## src/rtl/sntt_pkg.sv

```systemverilog
// Shared types and constants for the strongest-network top-k table.
package sntt_pkg;

  localparam int TABLE_ENTRIES = 12;
  localparam int IDX_W = (TABLE_ENTRIES > 1) ? $clog2(TABLE_ENTRIES) : 1;
  localparam int CNT_W = $clog2(TABLE_ENTRIES + 1);
  localparam int KEY_W = 64;
  localparam int STR_W = 8;

  typedef struct packed {
    logic [KEY_W-1:0]        key;
    logic signed [STR_W-1:0] strength;
    logic                    secured;
  } slot_t;

  localparam int SLOT_W = $bits(slot_t);

  typedef struct packed {
    logic                    entry_valid;
    logic [KEY_W-1:0]        out_key;
    logic signed [STR_W-1:0] out_strength;
    logic                    out_secured;
    logic                    out_last;
  } result_t;

  typedef struct packed {
    logic    push;
    result_t item;
  } push_t;

  typedef struct packed {
    logic             we;
    logic [IDX_W-1:0] waddr;
    logic [SLOT_W-1:0] wdata;
    logic             re;
    logic [IDX_W-1:0] raddr;
  } ram_req_t;

  typedef enum logic [2:0] {
    ST_IDLE,
    ST_SCAN,
    ST_MERGE,
    ST_SORT,
    ST_EMIT
  } state_t;

endpackage

```

## src/rtl/sntt_if.sv

```systemverilog
// Valid/ready channel interfaces for scan reports and ranked results.
interface sntt_in_if;
  logic                               valid;
  logic                               ready;
  logic [sntt_pkg::KEY_W-1:0]         network_key;
  logic                               key_empty;
  logic signed [sntt_pkg::STR_W-1:0]  signal_strength;
  logic                               secured;
  logic                               end_of_scan;

  modport source (output valid, network_key, key_empty, signal_strength, secured,
                  end_of_scan, input ready);
  modport sink (input valid, network_key, key_empty, signal_strength, secured,
                end_of_scan, output ready);
endinterface

interface sntt_out_if;
  logic                               valid;
  logic                               ready;
  logic                               entry_valid;
  logic [sntt_pkg::KEY_W-1:0]         out_key;
  logic signed [sntt_pkg::STR_W-1:0]  out_strength;
  logic                               out_secured;
  logic                               out_last;

  modport source (output valid, entry_valid, out_key, out_strength, out_secured,
                  out_last, input ready);
  modport sink (input valid, entry_valid, out_key, out_strength, out_secured,
                out_last, output ready);
endinterface

```

## src/rtl/strongest_network_topk_table.sv

```systemverilog
// Top level of the strongest-network top-k table.
// Keeps up to TABLE_ENTRIES networks of one scan in a slot memory with one
// read and one write port. For a report with a key the memory is swept one
// slot a cycle for a key match and the first weakest slot, then a write-back
// step follows. A report with an empty key and no scan end needs no sweep.
// On the scan end the table is read out strongest first by selection over
// the memory: each result costs a sweep of the kept slots, and one
// empty-table result is given if nothing was kept.
// No new report is taken during a sweep or a readout; the last result may
// wait in the output register while the next report is accepted.
module strongest_network_topk_table (
  input  logic        clk,
  input  logic        rst_n,
  sntt_in_if.sink     in_ch,
  sntt_out_if.source  out_ch
);

  sntt_pkg::ram_req_t            ram_req;
  logic [sntt_pkg::SLOT_W-1:0]   ram_rdata;
  sntt_pkg::push_t               push;
  logic                          push_ready;

  sntt_seq u_seq (
    .clk        (clk),
    .rst_n      (rst_n),
    .in_ch      (in_ch),
    .ram_req    (ram_req),
    .ram_rdata  (ram_rdata),
    .push       (push),
    .push_ready (push_ready)
  );

  sntt_ram #(
    .DEPTH (sntt_pkg::TABLE_ENTRIES),
    .WIDTH (sntt_pkg::SLOT_W)
  ) u_ram (
    .clk   (clk),
    .we    (ram_req.we),
    .waddr (ram_req.waddr),
    .wdata (ram_req.wdata),
    .re    (ram_req.re),
    .raddr (ram_req.raddr),
    .rdata (ram_rdata)
  );

  sntt_obuf u_obuf (
    .clk        (clk),
    .rst_n      (rst_n),
    .push       (push),
    .push_ready (push_ready),
    .out_ch     (out_ch)
  );

endmodule

```

## src/rtl/sntt_ram.sv

```systemverilog
// Simple dual-port RAM, one write and one registered read per cycle.
module sntt_ram #(
  parameter int DEPTH = 12,
  parameter int WIDTH = 73
) (
  input  logic                                          clk,
  input  logic                                          we,
  input  logic [((DEPTH > 1) ? $clog2(DEPTH) : 1)-1:0]  waddr,
  input  logic [WIDTH-1:0]                              wdata,
  input  logic                                          re,
  input  logic [((DEPTH > 1) ? $clog2(DEPTH) : 1)-1:0]  raddr,
  output logic [WIDTH-1:0]                              rdata
);

  logic [WIDTH-1:0] mem [DEPTH];

  always_ff @(posedge clk) begin
    if (we) begin
      mem[waddr] <= wdata;
    end
  end

  always_ff @(posedge clk) begin
    if (re) begin
      rdata <= mem[raddr];
    end
  end

endmodule

```

## src/rtl/sntt_seq.sv

```systemverilog
// Sequencer: key/weakest sweep, merge write-back and selection-sort readout.
module sntt_seq (
  input  logic                          clk,
  input  logic                          rst_n,
  sntt_in_if.sink                       in_ch,
  output sntt_pkg::ram_req_t            ram_req,
  input  logic [sntt_pkg::SLOT_W-1:0]   ram_rdata,
  output sntt_pkg::push_t               push,
  input  logic                          push_ready
);

  localparam int N = sntt_pkg::TABLE_ENTRIES;
  localparam int IW = sntt_pkg::IDX_W;
  localparam int CW = sntt_pkg::CNT_W;

  sntt_pkg::state_t state_r, state_nxt;

  sntt_pkg::slot_t req_r, req_nxt;
  logic            eos_r, eos_nxt;
  logic [CW-1:0]   fill_r, fill_nxt;
  logic [CW-1:0]   scan_r, scan_nxt;
  logic            chk_vld_r, chk_vld_nxt;
  logic [IW-1:0]   chk_idx_r, chk_idx_nxt;
  logic            found_r, found_nxt;
  logic [IW-1:0]   found_idx_r, found_idx_nxt;
  logic signed [sntt_pkg::STR_W-1:0] found_str_r, found_str_nxt;
  logic [IW-1:0]   weak_idx_r, weak_idx_nxt;
  logic signed [sntt_pkg::STR_W-1:0] weak_str_r, weak_str_nxt;
  logic [CW-1:0]   rank_r, rank_nxt;
  logic [N-1:0]    done_r, done_nxt;
  logic            best_vld_r, best_vld_nxt;
  logic [IW-1:0]   best_idx_r, best_idx_nxt;
  sntt_pkg::slot_t best_r, best_nxt;

  sntt_pkg::slot_t rd_slot;
  logic            in_acc;
  logic            sweeping;
  logic            issue;
  logic            sweep_done;
  logic            emit_last;

  assign rd_slot    = sntt_pkg::slot_t'(ram_rdata);
  assign in_acc     = in_ch.valid && in_ch.ready;
  assign sweeping   = (state_r == sntt_pkg::ST_SCAN) || (state_r == sntt_pkg::ST_SORT);
  assign issue      = sweeping && (scan_r < fill_r);
  assign sweep_done = !issue && !chk_vld_r;
  assign emit_last  = (fill_r == '0) || ((rank_r + CW'(1)) == fill_r);

  // next state
  always_comb begin
    state_nxt = state_r;
    case (state_r)
      sntt_pkg::ST_IDLE: begin
        if (in_acc) begin
          if (!in_ch.key_empty) begin
            state_nxt = sntt_pkg::ST_SCAN;
          end else if (in_ch.end_of_scan) begin
            state_nxt = sntt_pkg::ST_SORT;
          end
        end
      end
      sntt_pkg::ST_SCAN: begin
        if (sweep_done) begin
          state_nxt = sntt_pkg::ST_MERGE;
        end
      end
      sntt_pkg::ST_MERGE: begin
        state_nxt = eos_r ? sntt_pkg::ST_SORT : sntt_pkg::ST_IDLE;
      end
      sntt_pkg::ST_SORT: begin
        if (sweep_done) begin
          state_nxt = sntt_pkg::ST_EMIT;
        end
      end
      sntt_pkg::ST_EMIT: begin
        if (push_ready) begin
          state_nxt = emit_last ? sntt_pkg::ST_IDLE : sntt_pkg::ST_SORT;
        end
      end
      default: state_nxt = sntt_pkg::ST_IDLE;
    endcase
  end

  // datapath and outputs
  always_comb begin
    req_nxt       = req_r;
    eos_nxt       = eos_r;
    fill_nxt      = fill_r;
    scan_nxt      = scan_r;
    chk_vld_nxt   = 1'b0;
    chk_idx_nxt   = chk_idx_r;
    found_nxt     = found_r;
    found_idx_nxt = found_idx_r;
    found_str_nxt = found_str_r;
    weak_idx_nxt  = weak_idx_r;
    weak_str_nxt  = weak_str_r;
    rank_nxt      = rank_r;
    done_nxt      = done_r;
    best_vld_nxt  = best_vld_r;
    best_idx_nxt  = best_idx_r;
    best_nxt      = best_r;

    ram_req.we    = 1'b0;
    ram_req.waddr = weak_idx_r;
    ram_req.wdata = req_r;
    ram_req.re    = issue;
    ram_req.raddr = scan_r[IW-1:0];

    push.push              = 1'b0;
    push.item.entry_valid  = best_vld_r;
    push.item.out_key      = best_vld_r ? best_r.key : '0;
    push.item.out_strength = best_vld_r ? best_r.strength : '0;
    push.item.out_secured  = best_vld_r && best_r.secured;
    push.item.out_last     = emit_last;

    case (state_r)
      sntt_pkg::ST_IDLE: begin
        if (in_acc) begin
          req_nxt.key      = in_ch.network_key;
          req_nxt.strength = in_ch.signal_strength;
          req_nxt.secured  = in_ch.secured;
          eos_nxt          = in_ch.end_of_scan;
          scan_nxt         = '0;
          found_nxt        = 1'b0;
          rank_nxt         = '0;
          done_nxt         = '0;
          best_vld_nxt     = 1'b0;
        end
      end
      sntt_pkg::ST_SCAN: begin
        if (issue) begin
          scan_nxt = scan_r + CW'(1);
        end
        chk_vld_nxt = issue;
        chk_idx_nxt = scan_r[IW-1:0];
        if (chk_vld_r) begin
          if (!found_r && (rd_slot.key == req_r.key)) begin
            found_nxt     = 1'b1;
            found_idx_nxt = chk_idx_r;
            found_str_nxt = rd_slot.strength;
          end
          if ((chk_idx_r == '0) || ($signed(rd_slot.strength) < $signed(weak_str_r))) begin
            weak_idx_nxt = chk_idx_r;
            weak_str_nxt = rd_slot.strength;
          end
        end
      end
      sntt_pkg::ST_MERGE: begin
        if (found_r) begin
          ram_req.we    = $signed(req_r.strength) > $signed(found_str_r);
          ram_req.waddr = found_idx_r;
        end else if (fill_r < CW'(N)) begin
          ram_req.we    = 1'b1;
          ram_req.waddr = fill_r[IW-1:0];
          fill_nxt      = fill_r + CW'(1);
        end else begin
          ram_req.we    = $signed(req_r.strength) > $signed(weak_str_r);
          ram_req.waddr = weak_idx_r;
        end
        scan_nxt = '0;
      end
      sntt_pkg::ST_SORT: begin
        if (issue) begin
          scan_nxt = scan_r + CW'(1);
        end
        chk_vld_nxt = issue;
        chk_idx_nxt = scan_r[IW-1:0];
        if (chk_vld_r && !done_r[chk_idx_r]) begin
          if (!best_vld_r || ($signed(rd_slot.strength) > $signed(best_r.strength))) begin
            best_vld_nxt = 1'b1;
            best_idx_nxt = chk_idx_r;
            best_nxt     = rd_slot;
          end
        end
      end
      sntt_pkg::ST_EMIT: begin
        push.push = 1'b1;
        if (push_ready) begin
          if (best_vld_r) begin
            done_nxt[best_idx_r] = 1'b1;
          end
          rank_nxt     = rank_r + CW'(1);
          scan_nxt     = '0;
          best_vld_nxt = 1'b0;
          if (emit_last) begin
            fill_nxt = '0;
          end
        end
      end
      default: begin
      end
    endcase
  end

  assign in_ch.ready = (state_r == sntt_pkg::ST_IDLE);

  always_ff @(posedge clk) begin
    if (!rst_n) begin
      state_r    <= sntt_pkg::ST_IDLE;
      fill_r     <= '0;
      scan_r     <= '0;
      chk_vld_r  <= 1'b0;
      found_r    <= 1'b0;
      rank_r     <= '0;
      done_r     <= '0;
      best_vld_r <= 1'b0;
      eos_r      <= 1'b0;
    end else begin
      state_r    <= state_nxt;
      fill_r     <= fill_nxt;
      scan_r     <= scan_nxt;
      chk_vld_r  <= chk_vld_nxt;
      found_r    <= found_nxt;
      rank_r     <= rank_nxt;
      done_r     <= done_nxt;
      best_vld_r <= best_vld_nxt;
      eos_r      <= eos_nxt;
    end
  end

  always_ff @(posedge clk) begin
    req_r       <= req_nxt;
    chk_idx_r   <= chk_idx_nxt;
    found_idx_r <= found_idx_nxt;
    found_str_r <= found_str_nxt;
    weak_idx_r  <= weak_idx_nxt;
    weak_str_r  <= weak_str_nxt;
    best_idx_r  <= best_idx_nxt;
    best_r      <= best_nxt;
  end

endmodule

```

## src/rtl/sntt_obuf.sv

```systemverilog
// Result output register between the sequencer and the result channel.
module sntt_obuf (
  input  logic             clk,
  input  logic             rst_n,
  input  sntt_pkg::push_t  push,
  output logic             push_ready,
  sntt_out_if.source       out_ch
);

  logic              vld_r, vld_nxt;
  sntt_pkg::result_t item_r, item_nxt;

  assign push_ready = !vld_r || out_ch.ready;

  always_comb begin
    vld_nxt  = vld_r;
    item_nxt = item_r;
    if (push.push && push_ready) begin
      vld_nxt  = 1'b1;
      item_nxt = push.item;
    end else if (out_ch.ready) begin
      vld_nxt = 1'b0;
    end
  end

  always_ff @(posedge clk) begin
    if (!rst_n) begin
      vld_r <= 1'b0;
    end else begin
      vld_r <= vld_nxt;
    end
  end

  always_ff @(posedge clk) begin
    item_r <= item_nxt;
  end

  assign out_ch.valid        = vld_r;
  assign out_ch.entry_valid  = item_r.entry_valid;
  assign out_ch.out_key      = item_r.out_key;
  assign out_ch.out_strength = item_r.out_strength;
  assign out_ch.out_secured  = item_r.out_secured;
  assign out_ch.out_last     = item_r.out_last;

endmodule

```

## src/flat_wrapper.sv

```systemverilog
// flat-port wrapper written by rule: the top's interface ports become plain ports
module strongest_network_topk_table_flat 
  (clk, rst_n, in_ch_valid, in_ch_network_key, in_ch_key_empty, in_ch_signal_strength, in_ch_secured, in_ch_end_of_scan, in_ch_ready, out_ch_valid, out_ch_entry_valid, out_ch_out_key, out_ch_out_strength, out_ch_out_secured, out_ch_out_last, out_ch_ready);
  sntt_in_if in_ch_i ();
  sntt_out_if out_ch_i ();
  input  logic clk;
  input  logic rst_n;
  input wire logic [$bits(in_ch_i.valid)-1:0] in_ch_valid;
  input wire logic [$bits(in_ch_i.network_key)-1:0] in_ch_network_key;
  input wire logic [$bits(in_ch_i.key_empty)-1:0] in_ch_key_empty;
  input wire logic [$bits(in_ch_i.signal_strength)-1:0] in_ch_signal_strength;
  input wire logic [$bits(in_ch_i.secured)-1:0] in_ch_secured;
  input wire logic [$bits(in_ch_i.end_of_scan)-1:0] in_ch_end_of_scan;
  output wire logic [$bits(in_ch_i.ready)-1:0] in_ch_ready;
  output wire logic [$bits(out_ch_i.valid)-1:0] out_ch_valid;
  output wire logic [$bits(out_ch_i.entry_valid)-1:0] out_ch_entry_valid;
  output wire logic [$bits(out_ch_i.out_key)-1:0] out_ch_out_key;
  output wire logic [$bits(out_ch_i.out_strength)-1:0] out_ch_out_strength;
  output wire logic [$bits(out_ch_i.out_secured)-1:0] out_ch_out_secured;
  output wire logic [$bits(out_ch_i.out_last)-1:0] out_ch_out_last;
  input wire logic [$bits(out_ch_i.ready)-1:0] out_ch_ready;
  assign in_ch_i.valid = in_ch_valid;
  assign in_ch_i.network_key = in_ch_network_key;
  assign in_ch_i.key_empty = in_ch_key_empty;
  assign in_ch_i.signal_strength = in_ch_signal_strength;
  assign in_ch_i.secured = in_ch_secured;
  assign in_ch_i.end_of_scan = in_ch_end_of_scan;
  assign in_ch_ready = in_ch_i.ready;
  assign out_ch_valid = out_ch_i.valid;
  assign out_ch_entry_valid = out_ch_i.entry_valid;
  assign out_ch_out_key = out_ch_i.out_key;
  assign out_ch_out_strength = out_ch_i.out_strength;
  assign out_ch_out_secured = out_ch_i.out_secured;
  assign out_ch_out_last = out_ch_i.out_last;
  assign out_ch_i.ready = out_ch_ready;
  strongest_network_topk_table u_core (.clk(clk), .rst_n(rst_n), .in_ch(in_ch_i), .out_ch(out_ch_i));
endmodule
```

## config.mk

```make
export PLATFORM = sky130hd
export DESIGN_NAME = strongest_network_topk_table_flat
export DESIGN_NICKNAME = d
export VERILOG_FILES = /design/src/rtl/sntt_pkg.sv /design/src/rtl/sntt_if.sv /design/src/rtl/strongest_network_topk_table.sv /design/src/rtl/sntt_ram.sv /design/src/rtl/sntt_seq.sv /design/src/rtl/sntt_obuf.sv /design/src/flat_wrapper.sv
export SDC_FILE = /design/constraint.sdc
export NUM_CORES = 1
export LEC_CHECK = 0
export BUFFER_PORTS_ARGS = -buffer_cell sky130_fd_sc_hd__buf_4
export CELL_PAD_IN_SITES_DETAIL_PLACEMENT = 1
export CELL_PAD_IN_SITES_GLOBAL_PLACEMENT = 1
export CORE_UTILIZATION = 59
export DETAILED_ROUTE_END_ITERATION = 12
export GPL_TIMING_DRIVEN = 0
export PLACE_DENSITY_LB_ADDON = 0.1
export SLEW_MARGIN = 10
export SYNTH_ARGS = -nofsm -noshare
export SYNTH_HDL_FRONTEND = slang
export SYNTH_SLANG_ARGS = --single-unit
```

## constraint.sdc

```tcl
create_clock -name clk -period 13.65 [get_ports clk]
set_input_delay 1.365 -clock clk [delete_from_list [all_inputs] [get_ports clk]]
set_output_delay 1.365 -clock clk [all_outputs]
set_load 0.005 [all_outputs]
```

==> results.sh, run 1 <==
export IMPL_num_fill_cells=6176
export IMPL_synth_top_family_by_area="multiplexers"
export IMPL_wl_per_cell_um=34.24
export IMPL_drv_slew=0
export IMPL_ys_types=66
export IMPL_yosysMostFrequentCell="edfxtp_1"
export IMPL_netlist_top_cells_count="edfxtp_1 (1202), mux4_2 (222), nand2_1 (92)"
export IMPL_skew_ns=0.02724
export IMPL_cts_setup_buffers=0
export IMPL_antenna_found_initial=7
export IMPL_synth_area_per_cell_um2=20.67
export IMPL_antenna_cells=0
export IMPL_setup_violations=0
export IMPL_synth_area_um2=46750
export IMPL_routed_wl_mm=129.9
export IMPL_critPathCaptureType="flop"
export IMPL_yosys_area_top_type="edfxtp_1"
export IMPL_synth_compound_area_share_pct=2.387
export IMPL_drtIter0Drc=2855
export IMPL_peakVddDrop_mv=0.1377
export IMPL_min_to="u_core.u_seq.best_r[44]"
export IMPL_ios=156
export IMPL_p_leak_uw=0.01776
export IMPL_nNetsFinal=2772
export IMPL_period_share_pct=31.24
export IMPL_syn_to_final_growth_pct=16.82
export IMPL_vias=24920
export IMPL_cap_violations=0
export IMPL_synth_edf_count=1202
export IMPL_syn_inst=2262
export IMPL_drc_errors=0
export IMPL_die_width_um=283.5
export IMPL_synthSimpleGateAreaFrac_pct=3.353
export IMPL_gr_total_overflow=0
export IMPL_fin_ws_ns=9.386
export IMPL_drt_pass1_iterations=7
export IMPL_grt_max_degree=56
export IMPL_hold_violations=0
export IMPL_grt_pass1_vias=26710
export IMPL_ys_flop_type="edfxtp_1"
export IMPL_crit_arrival_ns=4.67
export IMPL_grt_pass1_wl_mm=186.2
export IMPL_synth_mux_area_share_pct=12.32
export IMPL_worstReg2RegStart="u_core.u_seq.ram_req[9]"
export IMPL_gp_congestion=0.8381
export IMPL_cts_tree="yes"
export IMPL_power_density_nw_per_um2=158.5
export IMPL_hp_class="flop to flop"
export IMPL_cts_sinks=1234
export IMPL_worst_pin_slew_ns=1.158
export IMPL_track_usage_pct=32.92
export IMPL_cts_root_buf="clkbuf_16"
export IMPL_cp_max_fo=14
export IMPL_rsz0062_at_grt="no"
export IMPL_worstSetupPathType="flop to flop"
export IMPL_ys_ff_latch=1234
export IMPL_timing_hold_ws_ns=0.4484
export IMPL_reg2reg_depth=12
export IMPL_die_area_um2=80370
export IMPL_crit_path_start_kind="flop"
export IMPL_fin_cells=3794
export IMPL_synthXorXnorAreaFrac_pct=1.022
export IMPL_synth_fp_nets=2379
export IMPL_status="finished clean"
export IMPL_power_uw=8657
export IMPL_pre_cts_ws_ns=9.618
export IMPL_cts_max_level=4
export IMPL_reg2reg_slack_ns=9.39
export IMPL_postRouteAntennaNets=0
export IMPL_max_slew_margin_pct=22.53
export IMPL_synthArstFlopShare_pct=0
export IMPL_synth_top_area_share_pct=77.21
export IMPL_setup_tns_final_ns=0
export IMPL_core_area_um2=77980
export IMPL_rows=102
export IMPL_cts_repair_resized=0
export IMPL_max_freq_mhz=234.5
export IMPL_cts_hold_buf=0
export IMPL_ys_warn_count=0
export IMPL_drive_gt1_share_pct=25.96
export IMPL_r2r_end="u_core.u_ram.mem[10][49]"
export IMPL_dpl_hpwl_mm=83.56
export IMPL_numCtsBuffers=130
export IMPL_required_ns=14.06
export IMPL_yosys_area_share_adder_pct=1.017
export IMPL_whs_path_depth=0
export IMPL_start_util_pct=59.95
export IMPL_cts_clk_slew_worst_paths_ns=0.06
export IMPL_synthTopCellsByArea="edfxtp_1 (77%), mux4_2 (11%), mux2i_1 (1.6%), dfxtp_1 (1.4%), ha_1 (1.0%)"
export IMPL_worstHoldStart="u_core.u_ram.rdata[44]"
export IMPL_dp_cells=3563
export IMPL_clkLatencyLatePin_ns=0.73
export IMPL_numPortBuffers=154
export IMPL_via_per_inst=6.568
export IMPL_finalCriticalPeriod_ns=4.264
export IMPL_ys_seq_area_share_pct=78.58
export IMPL_cts_path_max_buffers=3
export IMPL_die_h_um=283.5
layer usage:
| layer | wire length [um] | track usage (%) | vias up | part of all wire [%] |
|---|---|---|---|---|
| li1 | - | - | 9934 | - |
| met1 | 49030 | 43.37 | 13130 | 38 |
| met2 | 65460 | 55.40 | 1541 | 50 |
| met3 | 10780 | 6.005 | 303 | 8.3 |
| met4 | 4591 | 12.20 | 10 | 3.5 |
| met5 | 59 | 0 | - | 0.045 |
metrics by stage:
stage / instance area [um2] / utilization (%)
after floorplan: 46750 / -
after global placement: 49210 / 63.11
after detailed placement: 50590 / 64.88
after CTS: 54610 / 70.03
after global routing: 54610 / 70.04
final: 54610 / 70.04
worst max-delay path: stages, from the launching register on:
cell	delay [ns]
edfxtp_1	0.67
ha_1	0.46
nand4_1	0.16
a21oi_1	0.20
o32ai_1	0.13
o22ai_2	0.20
nand3_2	0.26
nor3_2	0.87
buf_6	0.27
buf_6	0.17
buf_6	0.17
buf_6	0.15
buf_4	0.23
how the worst max path moves through the flow:
stage | start | to | depth (start not counted)
2_1_floorplan | u_core.u_seq.ram_req[11] | u_core.u_ram.mem[5][0] | 7
3_3_place_gp | u_core.u_seq.ram_req[9] | u_core.u_ram.mem[5][40] | 7
3_5_place_dp | u_core.u_seq.ram_req[9] | u_core.u_ram.mem[10][38] | 12
4_1_cts | u_core.u_seq.ram_req[9] | u_core.u_ram.mem[10][45] | 12
5_1_grt | u_core.u_seq.ram_req[9] | u_core.u_ram.mem[10][49] | 12
6_report | u_core.u_seq.ram_req[9] | u_core.u_ram.mem[10][49] | 12
where the power goes:
group,switching [uW],internal (uW)
sequential,210,4460
clock,1470,1930
combinational,381,210
cells in the final DEF (no fill, tap or decap), types with 9 or more instances in the layout:
cell type,Yosys,layout
buf_16,0,13
nand4_1,12,12
nor2b_1,13,13
clkbuf_16,0,133
nor2_1,50,46
mux2i_1,76,76
nor4_1,13,13
clkinv_1,1,30
clkinv_2,0,20
buf_12,0,11
xnor2_1,9,9
dfxtp_1,32,32
buf_2,32,32
nand2b_1,15,15
a21oi_1,35,33
buf_4,0,214
buf_6,0,22
ha_1,38,38
inv_1,60,57
clkbuf_1,56,85
and2_1,66,66
mux4_2,222,222
o21ai_0,83,83
xor2_1,43,43
edfxtp_1,1202,1202
nand2_1,92,92
area by class of cell:
type	instances	area [um2]	share of cell area, %
multi-input combinational	874	9483	17.36
timing repair buffer	261	2447	4.481
clock buffer	163	3451	6.319
inverter	61	241.5	0.4422
buffer	93	389.1	0.7125
sequential	1234	36740	67.27
clock inverter	68	564.3	1.033
tap	1040	1301	2.383
kinds of logic (layout without fill, tap and decap cells):
group | Yosys count | after routing
flip-flops | 1234 | 1234
AND/OR/NAND/NOR | 304 | 304
multiplexers | 298 | 298
AO/OA/AOI/OAI | 181 | 181
buffers and inverters | 154 | 646
XOR/XNOR | 53 | 53
adder cells (fa/ha/maj) | 38 | 38
flip-flops by register name, summed over array words and instances, names as in the netlist, 3 cells and up:
signal and flops:
u_core.u_obuf.out_ch.out_key 64, u_core.u_seq.ram_req 73, u_core.u_seq.weak_idx_r 4, u_core.u_seq.best_r 73, u_core.u_ram.rdata 73, u_core.u_seq.rank_r 4
u_core.u_seq.scan_r 4, u_core.u_seq.weak_str_r 8, u_core.u_seq.found_idx_r 4, u_core.u_obuf.out_ch.out_strength 8, u_core.u_ram.mem 876, u_core.u_seq.done_r 12
u_core.u_seq.fill_r 4, u_core.u_seq.state_r 3, u_core.u_seq.found_str_r 8, u_core.u_seq.chk_idx_r 4, u_core.u_seq.best_idx_r 4
No activity file was read; power rests on OpenSTA's default activity.
==> run 2, diff against run 1 <==
--- a/config.mk
+++ b/config.mk
@@ -8,7 +8,7 @@
 export BUFFER_PORTS_ARGS = -buffer_cell sky130_fd_sc_hd__buf_4
 export CELL_PAD_IN_SITES_DETAIL_PLACEMENT = 1
 export CELL_PAD_IN_SITES_GLOBAL_PLACEMENT = 1
-export CORE_UTILIZATION = 59
+export CORE_UTILIZATION = 54
 export DETAILED_ROUTE_END_ITERATION = 12
 export GPL_TIMING_DRIVEN = 0
 export PLACE_DENSITY_LB_ADDON = 0.1
==> constraint.sdc (replaced) <==
create_clock -name clk -period 4 [get_ports clk]
set_input_delay 0.4 -clock clk [delete_from_list [all_inputs] [get_ports clk]]
set_output_delay 0.4 -clock clk [all_outputs]
set_load 0.005 [all_outputs]
==> run 2 against run 1 <==
  * Routed wire length shrank 6.1%
  * Combinational power rose to 3.5 times the previous value
  * Design area is 2.4% higher
  * Flip-flop and latch count unchanged
  * Final cell count increased by 4.0%
  * Worst setup slack got worse by 9.2 ns
  * Maximum frequency increased by 11%
  * Critical path type unchanged
==> results.sh, run 2 (same netlist as run 1, synthesis figures left out) <==
export IMPL_status="finished clean"
export IMPL_p_seq_share_pct=53.2
export IMPL_drt_pass1_iterations=7
export IMPL_worstSetupPathType="flop to flop"
export IMPL_hp_class="input port to flop"
export IMPL_rows=107
export IMPL_grt_pass1_wl_mm=174.3
export IMPL_ios=156
export IMPL_cts_clk_slew_worst_paths_ns=0.06
export IMPL_combPwrFrac_pct=7.0
export IMPL_r2r_end="u_core.u_ram.mem[8][40]"
export IMPL_p_int_uw=23010
export IMPL_sw_frac_of_total_pct=22.99
export IMPL_setup_violations=0
export IMPL_largest_register_ffs=876
export IMPL_gr_total_overflow=0
export IMPL_vias=23940
export IMPL_worst_pin_slew_ns=1.151
export IMPL_cts_max_level=3
export IMPL_dpl_hpwl_mm=80.61
export IMPL_nNetsFinal=2811
export IMPL_power_density_nw_per_um2=534.3
export IMPL_top_register="u_core.u_ram.mem"
export IMPL_core_area_um2=85410
export IMPL_p_leak_uw=0.01817
export IMPL_worstReg2RegStart="u_core.u_seq.ram_req[9]"
export IMPL_rsz0062_at_grt="no"
export IMPL_die_h_um=296.2
export IMPL_slowest_delay_ns=0.74
export IMPL_drive_gt1_share_pct=24.93
export IMPL_drtIter0Drc=2288
export IMPL_routed_wl_mm=122.1
export IMPL_power_uw=29880
export IMPL_via_per_inst=6.068
export IMPL_cp_max_fo=14
export IMPL_cts_tree="yes"
export IMPL_reg2reg_depth=10
export IMPL_required_ns=4.41
export IMPL_grt_max_degree=55
export IMPL_numPortBuffers=154
export IMPL_die_width_um=296.2
export IMPL_whs_path_depth=4
export IMPL_layout_commonest_cell="edfxtp_1"
export IMPL_finalCriticalPeriod_ns=3.832
export IMPL_max_slew_margin_pct=23.28
export IMPL_cap_violations=0
export IMPL_cts_root_buf="clkbuf_16"
export IMPL_period_share_pct=95.80
export IMPL_drv_slew=0
export IMPL_antenna_found_initial=6
export IMPL_path_cells="ha_1 -> nand4_1 -> a21oi_1 -> o32ai_1 -> o22ai_2 -> nand3_2 -> nor3_4 -> buf_8 -> buf_16 -> buf_8"
export IMPL_hold_violations=0
export IMPL_worstHoldStart="out_ch_ready"
export IMPL_postRouteAntennaNets=0
export IMPL_clkPwrFrac_pct=39.8
export IMPL_die_area_um2=87760
export IMPL_reg2reg_slack_ns=0.17
export IMPL_final_cell_mix="edfxtp_1 (1202), mux4_2 (222), buf_4 (163)"
export IMPL_track_usage_pct=28.46
export IMPL_cts_sinks=1234
export IMPL_fin_ws_ns=0.1681
export IMPL_cp_slowest_cell="nor3_4"
export IMPL_peakVddDrop_mv=0.4751
export IMPL_cts_path_max_buffers=3
export IMPL_cp_common_cell="buf_8"
export IMPL_grt_pass1_vias=25290
export IMPL_switching_power_uw=6870
export IMPL_drc_errors=0
export IMPL_gp_congestion=0.7916
export IMPL_clkLatencyLatePin_ns=0.72
export IMPL_crit_path_start_kind="flop"
export IMPL_crit_arrival_ns=4.25
export IMPL_wl_per_cell_um=30.94
export IMPL_skew_ns=0.03717
export IMPL_min_to="u_core.u_obuf.out_ch.valid"
export IMPL_pre_cts_ws_ns=-0.02744
export IMPL_max_freq_mhz=261.0
export IMPL_syn_to_final_growth_pct=19.63
export IMPL_timing_hold_ws_ns=0.07800
export IMPL_critPathCaptureType="flop"
export IMPL_numCtsBuffers=121
export IMPL_start_util_pct=54.73
[run 2: cell count changes in the layout (fill, tap and decap cells not counted), sizes merged, moves of 10 or more]
| cell | change |
|---|---|
| dlygate4sd3 | +74 |
| clkbuf | -27 |
| clkinv | +10 |
| bufinv | +15 |
| buf | -26 |
[run 2: cell type report]
| type | instances | area, um2 |
|---|---|---|
| Fill cell | 7026 | 29490 |
| Buffer | 93 | 389.1 |
| Timing Repair Buffer | 309 | 3423 |
| Tap cell | 1144 | 1431 |
| Antenna cell | 1 | 2.502 |
| Multi-Input combinational cell | 874 | 9540 |
| Clock inverter | 93 | 1036 |
| Clock buffer | 136 | 3127 |
| Inverter | 61 | 241.5 |
| Sequential cell | 1234 | 36740 |
[run 2: worst max path at each step]
stage               slack (ns)                     endpoint  cells after the start                     start
finish                    0.17      u_core.u_ram.mem[8][40]                     10   u_core.u_seq.ram_req[9]
global placement         -5.62      u_core.u_ram.mem[1][39]                      7   u_core.u_seq.ram_req[9]
global route              0.02      u_core.u_ram.mem[8][30]                     10   u_core.u_seq.ram_req[9]
detailed placement       -0.03  u_core.u_seq.found_str_r[5]                      6  u_core.u_seq.ram_req[71]
CTS                       0.05      u_core.u_ram.mem[7][31]                     10   u_core.u_seq.ram_req[9]
floorplan                -1.09       u_core.u_ram.mem[1][0]                      7  u_core.u_seq.ram_req[11]
[run 2: critical path, delay by kind of cell (launching register included)]
kind | cells | cell delay (ns)
buffers and inverters | 3 | 0.61
and+or+nand+nor | 3 | 1.28
adders and majority gates | 1 | 0.45
AOI/OAI and AO/OA | 3 | 0.50
DFF | 1 | 0.68
[run 2: power by group through the flow]
stage	clock network [uW]	registers (uW)	logic (uW)
2_1_floorplan	0	15900	1080
3_3_place_gp	0	16200	1750
3_5_place_dp	0	16100	2010
4_1_cts	12000	15900	2090
5_1_grt	12400	16000	2200
6_report	11900	15900	2090
[run 2: metal layers]
layer	GRT usage [%]	up-vias	share of wire, %
met4	10.36	4	3.3
met2	46.77	1010	50
met3	4.707	205	7.2
met5	0	-	0.014
li1	-	10010	-
met1	38.77	12710	40
[run 2: metrics by stage]
| stage | utilization (%) | cell area, um2 | TNS [ns] | instances |
|---|---|---|---|---|
| finish | 65.48 | 55930 | 0 | 3945 |
| global route | 65.47 | 55920 | 0 | 3944 |
| CTS | 65.38 | 55850 | 0 | 3935 |
| detailed placement | 59.64 | 50940 | -0.3180 | 3632 |
| global placement | 57.84 | 49410 | -4010.74 | 3560 |
| floorplan | - | 46820 | -617.49 | 2262 |
[run 2: repair_timing]
item | 4_1_cts | 5_1_grt
hold buffers | 74 | 0
gates resized for setup | 1 | 1
endpoints found under the hold margin | 74 | 0
setup buffers | 0 | 9
cloned | 0 | 0
pin swaps | 0 | 4
setup endpoints to repair | 12 | 99
